$ cat src/hdl/crcdf_pkg.sv
// Shared types, constants and the byte-wide CRC-32 update for the frame deframer.
`default_nettype none

package crcdf_pkg;

    localparam logic [31:0] CRC_POLY      = 32'hEDB8_8320;
    localparam logic [31:0] CRC_INIT      = 32'hFFFF_FFFF;
    localparam logic [15:0] CHUNK_MIN_LEN = 16'd32;
    localparam logic [15:0] PONG_MIN_LEN  = 16'd16;
    localparam logic [1:0]  MAGIC_LAST    = 2'd3;

    // Configuration register indexes.
    localparam logic [1:0] REG_MAGIC_WORD  = 2'd0;
    localparam logic [1:0] REG_MAX_PAYLOAD = 2'd1;
    localparam logic [1:0] REG_CHUNK_TYPE  = 2'd2;
    localparam logic [1:0] REG_PONG_TYPE   = 2'd3;

    // Frame classification codes.
    localparam logic [1:0] KIND_IGNORED = 2'd0;
    localparam logic [1:0] KIND_CHUNK   = 2'd1;
    localparam logic [1:0] KIND_PONG    = 2'd2;

    typedef struct packed {
        logic [31:0] magic_word;
        logic [15:0] max_payload;
        logic [7:0]  chunk_type;
        logic [7:0]  pong_type;
    } cfg_t;

    typedef struct packed {
        logic        payload_valid;
        logic [7:0]  payload_byte;
        logic [15:0] payload_index;
        logic        header_rejected;
        logic        frame_done;
        logic        crc_ok;
        logic [1:0]  frame_kind;
        logic [7:0]  frame_type;
        logic [15:0] frame_length;
    } result_t;

    // Reflected CRC-32 update over one byte, LSB first.
    function automatic logic [31:0] crc_byte(input logic [31:0] crc_in,
                                             input logic [7:0]  data);
        logic [31:0] c;
        c = crc_in ^ {24'd0, data};
        for (int k = 0; k < 8; k++) begin
            c = c[0] ? ((c >> 1) ^ CRC_POLY) : (c >> 1);
        end
        return c;
    endfunction

    // Magic byte expected at a given match position.
    function automatic logic [7:0] magic_byte(input logic [31:0] word,
                                              input logic [1:0]  pos);
        return word[{pos, 3'b000} +: 8];
    endfunction

endpackage

`default_nettype wire

$ cat src/hdl/crcdf_cfg.sv
// Configuration register bank of the frame deframer.
`default_nettype none

module crcdf_cfg (
    input  logic                clk,
    input  logic                rst_n,
    input  logic                cfg_we,
    input  logic [1:0]          cfg_index,
    input  logic [31:0]         cfg_data,
    output crcdf_pkg::cfg_t     cfg
);
    import crcdf_pkg::*;

    cfg_t cfg_reg;

    always_ff @(posedge clk or negedge rst_n) begin
        if (!rst_n) begin
            cfg_reg.magic_word  <= 32'd0;
            cfg_reg.max_payload <= 16'd1024;
            cfg_reg.chunk_type  <= 8'd1;
            cfg_reg.pong_type   <= 8'd2;
        end else if (cfg_we) begin
            unique case (cfg_index)
                REG_MAGIC_WORD:  cfg_reg.magic_word  <= cfg_data;
                REG_MAX_PAYLOAD: cfg_reg.max_payload <= cfg_data[15:0];
                REG_CHUNK_TYPE:  cfg_reg.chunk_type  <= cfg_data[7:0];
                REG_PONG_TYPE:   cfg_reg.pong_type   <= cfg_data[7:0];
                default:         cfg_reg.magic_word  <= cfg_reg.magic_word;
            endcase
        end
    end

    assign cfg = cfg_reg;

endmodule

`default_nettype wire

$ cat src/hdl/crcdf_engine.sv
// Parse state machine and running CRC; computes one result per byte.
`default_nettype none

module crcdf_engine (
    input  logic                clk,
    input  logic                rst_n,
    input  logic                fire,
    input  logic [7:0]          rx_byte,
    input  crcdf_pkg::cfg_t     cfg,
    output crcdf_pkg::result_t  result
);
    import crcdf_pkg::*;

    typedef enum logic [2:0] {
        PH_HUNT,
        PH_TYPE,
        PH_LENLO,
        PH_LENHI,
        PH_PAYLOAD,
        PH_CHECK
    } phase_t;

    phase_t      phase_reg,     phase_next;
    logic [1:0]  magic_pos_reg, magic_pos_next;
    logic [31:0] crc_reg,       crc_next;
    logic [7:0]  type_reg,      type_next;
    logic [15:0] length_reg,    length_next;
    logic [15:0] count_reg,     count_next;
    logic [1:0]  chk_cnt_reg,   chk_cnt_next;
    logic [31:0] rx_crc_reg,    rx_crc_next;

    logic [15:0] new_length;
    result_t     res;

    always_comb begin
        phase_next     = phase_reg;
        magic_pos_next = magic_pos_reg;
        crc_next       = crc_reg;
        type_next      = type_reg;
        length_next    = length_reg;
        count_next     = count_reg;
        chk_cnt_next   = chk_cnt_reg;
        rx_crc_next    = rx_crc_reg;
        new_length     = {rx_byte, length_reg[7:0]};
        res            = '0;

        unique case (phase_reg)
            PH_TYPE: begin
                type_next  = rx_byte;
                crc_next   = crc_byte(crc_reg, rx_byte);
                phase_next = PH_LENLO;
            end
            PH_LENLO: begin
                length_next = {8'd0, rx_byte};
                crc_next    = crc_byte(crc_reg, rx_byte);
                phase_next  = PH_LENHI;
            end
            PH_LENHI: begin
                length_next = new_length;
                crc_next    = crc_byte(crc_reg, rx_byte);
                if (new_length == 16'd0 || new_length > cfg.max_payload) begin
                    res.header_rejected = 1'b1;
                    phase_next          = PH_HUNT;
                end else begin
                    count_next = 16'd0;
                    phase_next = PH_PAYLOAD;
                end
            end
            PH_PAYLOAD: begin
                res.payload_valid = 1'b1;
                res.payload_byte  = rx_byte;
                res.payload_index = count_reg;
                count_next        = count_reg + 16'd1;
                crc_next          = crc_byte(crc_reg, rx_byte);
                if (count_next >= length_reg) begin
                    chk_cnt_next = 2'd0;
                    phase_next   = PH_CHECK;
                end
            end
            PH_CHECK: begin
                rx_crc_next  = {rx_byte, rx_crc_reg[31:8]};
                chk_cnt_next = chk_cnt_reg + 2'd1;
                if (chk_cnt_next == 2'd0) begin
                    res.frame_done = 1'b1;
                    res.crc_ok     = (rx_crc_next == ~crc_reg);
                    if (res.crc_ok) begin
                        if (type_reg == cfg.chunk_type && length_reg >= CHUNK_MIN_LEN) begin
                            res.frame_kind = KIND_CHUNK;
                        end else if (type_reg == cfg.pong_type
                                     && length_reg >= PONG_MIN_LEN) begin
                            res.frame_kind = KIND_PONG;
                        end else begin
                            res.frame_kind = KIND_IGNORED;
                        end
                    end
                    phase_next = PH_HUNT;
                end
            end
            default: begin
                // Magic hunt; a mismatch that equals the first magic byte restarts
                // the match at position one.
                phase_next = PH_HUNT;
                if (rx_byte == magic_byte(cfg.magic_word, magic_pos_reg)) begin
                    crc_next = crc_byte((magic_pos_reg == 2'd0) ? CRC_INIT : crc_reg,
                                        rx_byte);
                    magic_pos_next = magic_pos_reg + 2'd1;
                    if (magic_pos_reg == MAGIC_LAST) begin
                        phase_next = PH_TYPE;
                    end
                end else if (rx_byte == magic_byte(cfg.magic_word, 2'd0)) begin
                    magic_pos_next = 2'd1;
                    crc_next       = crc_byte(CRC_INIT, rx_byte);
                end else begin
                    magic_pos_next = 2'd0;
                end
            end
        endcase

        res.frame_type   = type_next;
        res.frame_length = length_next;
    end

    always_ff @(posedge clk or negedge rst_n) begin
        if (!rst_n) begin
            phase_reg     <= PH_HUNT;
            magic_pos_reg <= 2'd0;
            crc_reg       <= CRC_INIT;
            type_reg      <= 8'd0;
            length_reg    <= 16'd0;
            count_reg     <= 16'd0;
            chk_cnt_reg   <= 2'd0;
            rx_crc_reg    <= 32'd0;
        end else if (fire) begin
            phase_reg     <= phase_next;
            magic_pos_reg <= magic_pos_next;
            crc_reg       <= crc_next;
            type_reg      <= type_next;
            length_reg    <= length_next;
            count_reg     <= count_next;
            chk_cnt_reg   <= chk_cnt_next;
            rx_crc_reg    <= rx_crc_next;
        end
    end

    assign result = res;

    a_reject_rehunt: assert property (@(posedge clk) disable iff (!rst_n)
        fire && res.header_rejected |=> phase_reg == PH_HUNT)
        else $error("rejected header did not return to magic hunt");

    a_done_rehunt: assert property (@(posedge clk) disable iff (!rst_n)
        fire && res.frame_done |=> phase_reg == PH_HUNT && magic_pos_reg == 2'd0)
        else $error("finished frame did not return to magic hunt");

    a_kind_needs_crc: assert property (@(posedge clk) disable iff (!rst_n)
        res.frame_kind != KIND_IGNORED |-> res.frame_done && res.crc_ok)
        else $error("frame classified without a matching CRC");

    a_payload_in_range: assert property (@(posedge clk) disable iff (!rst_n)
        res.payload_valid |-> res.payload_index < length_reg)
        else $error("payload index beyond header length");

endmodule

`default_nettype wire

$ cat src/hdl/crc32_serial_frame_deframer_core.sv
// Top level of the magic-word frame deframer with CRC-32 check.
// A taken byte waits in the input byte register, and its result is written to the
// result register when the byte is processed. Throughput: one byte per cycle while
// the output is not stalled; the byte-wide CRC and parse logic are combinational.
// Reset (rst_n low, asynchronous): parser hunts for the magic word, CRC is all ones,
// registers return to magic 0, max payload 1024, chunk type 1, pong type 2.
`default_nettype none

module crc32_serial_frame_deframer_core (
    input  logic        clk,
    input  logic        rst_n,

    input  logic        in_valid,
    output logic        in_stall,
    input  logic [7:0]  rx_byte,

    output logic        out_valid,
    input  logic        out_stall,
    output logic        payload_valid,
    output logic [7:0]  payload_byte,
    output logic [15:0] payload_index,
    output logic        header_rejected,
    output logic        frame_done,
    output logic        crc_ok,
    output logic [1:0]  frame_kind,
    output logic [7:0]  frame_type,
    output logic [15:0] frame_length,

    input  logic        cfg_we,
    input  logic [1:0]  cfg_index,
    input  logic [31:0] cfg_data
);
    import crcdf_pkg::*;

    // The two stages move together. Whenever the result register is empty or
    // its transaction completes, every stage advances by one, so a new byte
    // is taken while the previous result is being handed over.
    logic    advance;
    logic    fire;
    logic    in_valid_reg;
    logic [7:0] in_byte_reg;
    logic    out_valid_reg;
    result_t out_reg;
    result_t result;
    cfg_t    cfg;

    assign advance  = !(out_valid_reg && out_stall);
    assign in_stall = !advance;
    // The parser state moves only when the held byte is actually processed.
    assign fire     = advance && in_valid_reg;

    crcdf_cfg u_cfg (
        .clk       (clk),
        .rst_n     (rst_n),
        .cfg_we    (cfg_we),
        .cfg_index (cfg_index),
        .cfg_data  (cfg_data),
        .cfg       (cfg)
    );

    crcdf_engine u_engine (
        .clk     (clk),
        .rst_n   (rst_n),
        .fire    (fire),
        .rx_byte (in_byte_reg),
        .cfg     (cfg),
        .result  (result)
    );

    always_ff @(posedge clk or negedge rst_n) begin
        if (!rst_n) begin
            in_valid_reg  <= 1'b0;
            out_valid_reg <= 1'b0;
        end else if (advance) begin
            in_valid_reg  <= in_valid;
            out_valid_reg <= in_valid_reg;
        end
    end

    // Payload registers carry no reset; they are qualified by the valid bits.
    always_ff @(posedge clk) begin
        if (advance && in_valid) begin
            in_byte_reg <= rx_byte;
        end
        if (fire) begin
            out_reg <= result;
        end
    end

    assign out_valid       = out_valid_reg;
    assign payload_valid   = out_reg.payload_valid;
    assign payload_byte    = out_reg.payload_byte;
    assign payload_index   = out_reg.payload_index;
    assign header_rejected = out_reg.header_rejected;
    assign frame_done      = out_reg.frame_done;
    assign crc_ok          = out_reg.crc_ok;
    assign frame_kind      = out_reg.frame_kind;
    assign frame_type      = out_reg.frame_type;
    assign frame_length    = out_reg.frame_length;

    a_held_byte_reaches_output: assert property (@(posedge clk) disable iff (!rst_n)
        in_valid_reg && advance |=> out_valid_reg)
        else $error("processed byte produced no result");

    a_stall_freezes_pipe: assert property (@(posedge clk) disable iff (!rst_n)
        out_valid_reg && out_stall |=> $stable(in_valid_reg) && out_valid_reg)
        else $error("pipeline moved while the output was stalled");

    a_one_flag: assert property (@(posedge clk) disable iff (!rst_n)
        out_valid_reg |-> $onehot0({payload_valid, header_rejected, frame_done}))
        else $error("result carries more than one frame event");

endmodule

`default_nettype wire

$ cat config.mk
export PLATFORM = sky130hd
export DESIGN_NAME = crc32_serial_frame_deframer_core
export DESIGN_NICKNAME = d
export VERILOG_FILES = /design/src/hdl/crcdf_pkg.sv /design/src/hdl/crcdf_cfg.sv /design/src/hdl/crcdf_engine.sv /design/src/hdl/crc32_serial_frame_deframer_core.sv
export SDC_FILE = /design/constraint.sdc
export NUM_CORES = 1
export LEC_CHECK = 0
export ABC_AREA = 0
export BUFFER_PORTS_ARGS = -buffer_cell sky130_fd_sc_hd__buf_2
export CAP_MARGIN = 30
export CORE_MARGIN = 2
export CORE_UTILIZATION = 50
export DETAILED_ROUTE_END_ITERATION = 8
export PLACE_DENSITY = 0.81
export SKIP_LAST_GASP = 1
export SYNTH_ARGS = -nofsm -noshare
export SYNTH_HDL_FRONTEND = slang
export SYNTH_SLANG_ARGS = --single-unit
export TNS_END_PERCENT = 10
$ cat constraint.sdc
create_clock -name clk -period 3.2 [get_ports clk]
set_clock_uncertainty 0.2 [all_clocks]
set_input_delay 0.16 -clock clk [delete_from_list [all_inputs] [get_ports clk]]
set_output_delay 0.16 -clock clk [all_outputs]
set_load 0.03 [all_outputs]
# ---- Yosys cells after proc, flatten, opt, wreduce, memory -nomap -nowiden
# Cells that the tools add are included.
dict set report classes {
  n_addsub 3
  n_lt_le_gt_ge 4
  n_eq_ne 17
  n_shift 1
  mux 48
  n_bitwise 32
  n_reduce_logical 29
}
# cell count
set op_table {}
lappend op_table {{32-bit 2-to-1 mux} 27}
lappend op_table {{13-bit NOT with 14-bit output} 24}
lappend op_table {{16-bit case mux with 2 select lines} 2}
lappend op_table {{32-bit case mux with 2 select lines} 1}
lappend op_table {{32-bit by 8-bit bitwise XOR with 32-bit output} 2}
lappend op_table {{32-bit equality test} 1}
lappend op_table {{8-bit equality test} 4}
lappend op_table {{32-bit NOT} 1}
lappend op_table {{8-bit NOT with 32-bit output} 1}
lappend op_table {{32-bit by 6-bit variable part select with 8-bit output} 1}
lappend op_table {{25-bit 2-to-1 mux} 1}
lappend op_table {{16-bit by 1-bit adder with 16-bit output (second input constant)} 1}
lappend op_table {{16-bit >= comparator} 1}
lappend op_table {{16-bit by 5-bit >= comparator with 1-bit output (second input constant)} 1}
lappend op_table {{16-bit by 6-bit >= comparator with 1-bit output (second input constant)} 1}
lappend op_table {{16-bit > comparator} 1}
lappend op_table {{16-bit zero test} 1}
lappend op_table {{16-bit 2-to-1 mux} 1}
lappend op_table {{3-bit case mux with 5 select lines} 1}
lappend op_table {{3-bit AND reduction} 5}
lappend op_table {{2-bit AND reduction} 7}
lappend op_table {{2-bit 2-to-1 mux} 5}
lappend op_table {{3-bit 2-to-1 mux} 3}
lappend op_table {{8-bit 2-to-1 mux} 1}
lappend op_table {{other kinds (20)} 40}
dict set report word_totals {
  register_bits 239
}

# ---- Longest topological paths before layout
dict set report logic_depth {
  word_depth 21
  ltp_mapped 14
  ltp_nobuf 14
}

# ---- Cells and area by module
# Synthesis repeated with hierarchy kept, for this count alone.
dict set report hier_totals {
  cells_unflattened 1252
  area_unflattened_um2 13658.1
}
# module instances cells_each area_per_inst_um2 seq_area_each_um2
set modules_own_cells {}
lappend modules_own_cells {crcdf_engine 1 1046 9311.4 2617.5}
lappend modules_own_cells {crcdf_cfg 1 136 2389.8 1605.3}
lappend modules_own_cells {crc32_serial_frame_deframer_core 1 70 1956.9 1911.8}

# ---- Worst setup path after synthesis
# No wires, ideal clock.
dict set report synth_path {
  path_kind {flip-flop to flip-flop}
  startpoint {register out_valid_reg, in the netlist out_valid}
  endpoint {register out_reg (netlist bit crc_ok), enable pin}
  setup_ns 0.439
  arrival_ns 2.852
  t_required_ns 2.561
  slack_ns -0.291
  path_stages_with_launch 6
  n_path_buf 2
  period_less_slack_ns 3.491
  path_cell_list {dfrtp_1 nand2_1 nand2_1 inv_1 clkbuf_1 clkbuf_1}
}
dict set report synth_via {
  elab_chain_cells 3
}
# item line_no
set synth_rtl {}
lappend synth_rtl {{start: declaration} crc32_serial_frame_deframer_core.sv:42} ;# logic out_valid_reg;
lappend synth_rtl {{start signal: assignment} crc32_serial_frame_deframer_core.sv:76} ;# out_valid_reg <= in_valid_reg;
lappend synth_rtl {{1-bit logical AND} crc32_serial_frame_deframer_core.sv:47} ;# assign advance = !(out_valid_reg && out_stall);
lappend synth_rtl {{1-bit zero test} crc32_serial_frame_deframer_core.sv:47}
lappend synth_rtl {{1-bit logical AND} crc32_serial_frame_deframer_core.sv:50} ;# assign fire = advance && in_valid_reg;
lappend synth_rtl {{net fire} crc32_serial_frame_deframer_core.sv:39} ;# logic fire;
lappend synth_rtl {{end signal: assignment} crc32_serial_frame_deframer_core.sv:86} ;# out_reg <= result;
lappend synth_rtl {{end: declaration} crc32_serial_frame_deframer_core.sv:43} ;# result_t out_reg;
# The timed path passes the listed nets, and every way through them passes these cells.
# A chain may end at the register's enable or synchronous reset.

# ---- Worst setup path in the final report
dict set report layout_path {
  startpoint {register u_engine.count_reg[1]}
  endpoint {register u_engine.phase_reg[0]}
}
dict set report layout_via {
  elab_chain_cells 4
}
# item line_no
set layout_rtl {}
lappend layout_rtl {{start: declaration} crcdf_engine.sv:28} ;# logic [15:0] count_reg, count_next;
lappend layout_rtl {{start signal: assignment} crcdf_engine.sv:139} ;# count_reg <= count_next;
lappend layout_rtl {{16-bit by 1-bit adder with 16-bit output} crcdf_engine.sv:73} ;# count_next = count_reg + 16'd1;
lappend layout_rtl {{16-bit >= comparator} crcdf_engine.sv:75} ;# if (count_next >= length_reg) begin
lappend layout_rtl {{2-bit by 1-bit inequality test with 1-bit output (no line)} n/a}
lappend layout_rtl {{3-bit AND reduction (no line)} n/a}
lappend layout_rtl {{end signal: assignment} crcdf_engine.sv:134} ;# phase_reg <= phase_next;
lappend layout_rtl {{end: declaration} crcdf_engine.sv:23} ;# phase_t phase_reg, phase_next;
# Every way passes these cells.

==> results.toml <==
[sta]
final_hold_viol_count = 0
setup_ws_ns = 0.0644
setup_tns_ns = 0
grt_setup_unrepaired = "true"
final.min_clock_period_ns = 3.14
period_share_pct = 98.0
fmax_mhz = 319
fin_hold_ws_ns = 0.0149
setup_viol = 0
slew_headroom_pct = 40.0
worst-slew-pin-transition_ns = 0.898
drv_slew = 0

[power]
power_frac_seq_pct = 30.3
peakVddDrop_uv = 488
power_frac_clock_pct = 16.9
power.share.combinational_pct = 52.9
p_per_area_nw_per_um2 = 989
p_int_uw = 9200
power.total_uw = 15900
swShare_pct = 42.0
power.leakage_uw = 0.00688
p_switching_uw = 6660

[logic_synthesis]
syn-num-nets = 1346
syn_inst = 1258
ys.flop_type = "dfrtp_1"
ys_types = 62
async_reset_ff_share_pct = 73.2
synth_top_cell_by_area = "dfrtp_1"
yosys_warnings = 0
ys_seq_area_share_pct = 45.1
synth-edff-count = 62
synth_area_sq_um = 13600
synth.ff_latch_count = 231
netlist.area_leader.share_pct = 24.7
synth_area_per_cell_sq_um = 10.8
synth_top_cells_by_area = "dfrtp_1, edfxtp_1, xnor2_1"

[worst_setup_path]
crit_arrival_ns = 3.33
crit_chain = "ha_2 > nand3_2 > nor3_2 > nand3_1 > buf_4 > xnor2_1 > ha_1 > a21o_1 > a21o_1 > a21oi_2 > o21ai_1 > o31ai_4 > mux2i_1 > nor2_1"
cp_common_cell = "a21o_1"
cp-startpoint = "u_engine.count_reg[1]"
required_ns = 3.40
end_kind = "register"
crit_slowest_cell = "dfrtp_1"
path_buf_inv = 1
critical_path.top_delay_family = "compound AO/OA/AOI/OAI gates"
cp_max_fo = 4
start_kind = "register"
path_class = "reg2reg"
slowest_delay_ns = 0.42
reg2reg_from = "u_engine.count_reg[1]"

[placed_design]
dp.cells = 1699
port_buffers = 102
place_congestion = 1.01
hpwl_microns = 24600
dpl_worst_slack_ns = -0.107

[floorplan]
core-area_sq_um = 26800
dieArea_sq_um = 28500
start_util_pct = 50.7
die_h_microns = 169
floorplan.rows = 60
ioPinCount = 103
die_w_microns = 169

[clock_tree]
clk_pin_slew_ns = 0.06
cts_root_buf = "clkbuf_16"
cts_tree = "yes"
clk_latency_ns = 0.52
clkSinkCount = 231
clockBufferDepth = 3
numCtsBuffers = 24
h-tree-depth = 1

[finish]
drive_above_1_share_pct = 26.4
n_antenna_cell = 0
final_common_cell = "xnor2_1"
largest_reg_flops = 64
final_nets = 1515
area_delta_synth_final_pct = 18.0
layout_common_cells = "xnor2_1, dfrtp_1, nand2_1"
fillers = 2102
instances_no_fill = 1786

[routing]
drt-vias-per-instance = 5.67
vias = 10100
dr.pass1.iters = 5
drt-wirelength-per-cell_microns = 20.0
dr.first_iter.drc_count = 791
drc_errors = 0
drtAntennaViolNets = 0
drt_wl_total_microns = 35800

[global_route]
track_usage_pct = 25.5
grt_pass1_wl_microns = 56800
grt-ovfl-total = 0
grt_pass1_vias = 10400
grt_max_degree = 86
antenna_found_initial = 0

[flow_run]
maxCapViolCount = 0

[hold_path]
hp-class = "in2async"

[outcome]
outcome = "finished clean"
-- path summary, 6_finish.rpt --
path                                           endpoint  slack, ns  depth (start not counted)
worst max-delay path              u_engine.phase_reg[0]       0.06                         14
worst min-delay path                      u_cfg.cfg[52]       0.01                          2
worst max register to register    u_engine.phase_reg[0]       0.06                         14
worst min register to register  u_engine.chk_cnt_reg[0]       0.29                          1
max in group asynchronous           u_engine.crc_reg[3]       1.79                          3
min in group clk                         in_byte_reg[1]       0.04                          2
-- area by class of cell --
class,count,area (sq um),area share [%]
Clock buffer,32,652,4.07
Clock inverter,12,87.6,0.546
Inverter,50,189,1.18
Multi-Input combinational cell,909,7050,44.0
Sequential cell,231,6140,38.3
Tap cell,341,427,2.66
Timing Repair Buffer,211,1490,9.29
-- repair_timing --
| item | CTS | global route |
|---|---|---|
| hold buffers | 42 | 0 |
| pin swaps | 0 | 8 |
| endpoints found under the setup margin | 2 | 8 |
| hold endpoints to repair | 153 | 0 |
| cloned | 0 | 0 |
| setup buffers | 0 | 1 |
| resized for setup | 2 | 14 |
-- cell usage after synthesis (all sizes together) (3+ instances only) --
master	count
xnor2	181
dfrtp	134
nand2	115
mux2	99
xor2	94
nor2	86
o21ai	69
edfxtp	62
inv	49
clkbuf	43
ha	41
a21oi	38
dfstp	35
buf	25
nand3	20
nand4	20
and2	15
nor3	14
nor4	14
a21o	11
mux2i	11
a22o	9
o22ai	9
and3	8
mux4	8
o31ai	6
a211oi	5
nand2b	3
o32ai	3
-- metal layers --
metal / vias to the layer above / routed length (microns) / GRT usage (%)
li1: 4655 / - / -
met1: 4947 / 14900 / 34.9
met2: 429 / 16900 / 41.1
met3: 97 / 2710 / 3.88
met4: 0 / 1320 / 9.82
met5: - / 0 / 0
-- cells by family after synthesis --
kind of cell | share of synthesized area (%)
flops | 45.1
buf+inv | 3.64
compound gates | 7.55
fa+ha+maj | 3.77
mux | 10.3
simple gates | 10.3
xor+xnor | 19.3
-- stage by stage --
| step | area [sq um] | util [%] |
|---|---|---|
| floorplan | 13600 | - |
| global placement | 14800 | 55.2 |
| detailed placement | 14800 | 55.2 |
| CTS | 16000 | 59.6 |
| global route | 16000 | 59.8 |
| finish | 16000 | 59.8 |
-- power groups by stage --
stage / sequential [uW] / combinational [uW] / clock (uW)
6_report: 4800 / 8390 / 2670
5_1_grt: 4890 / 9100 / 2820
4_1_cts: 4770 / 8220 / 2680
3_5_place_dp: 4810 / 8100 / 0
3_3_place_gp: 4780 / 7910 / 0
2_1_floorplan: 4670 / 6040 / 0
Note: power is estimated with default switching activity, not from simulation.
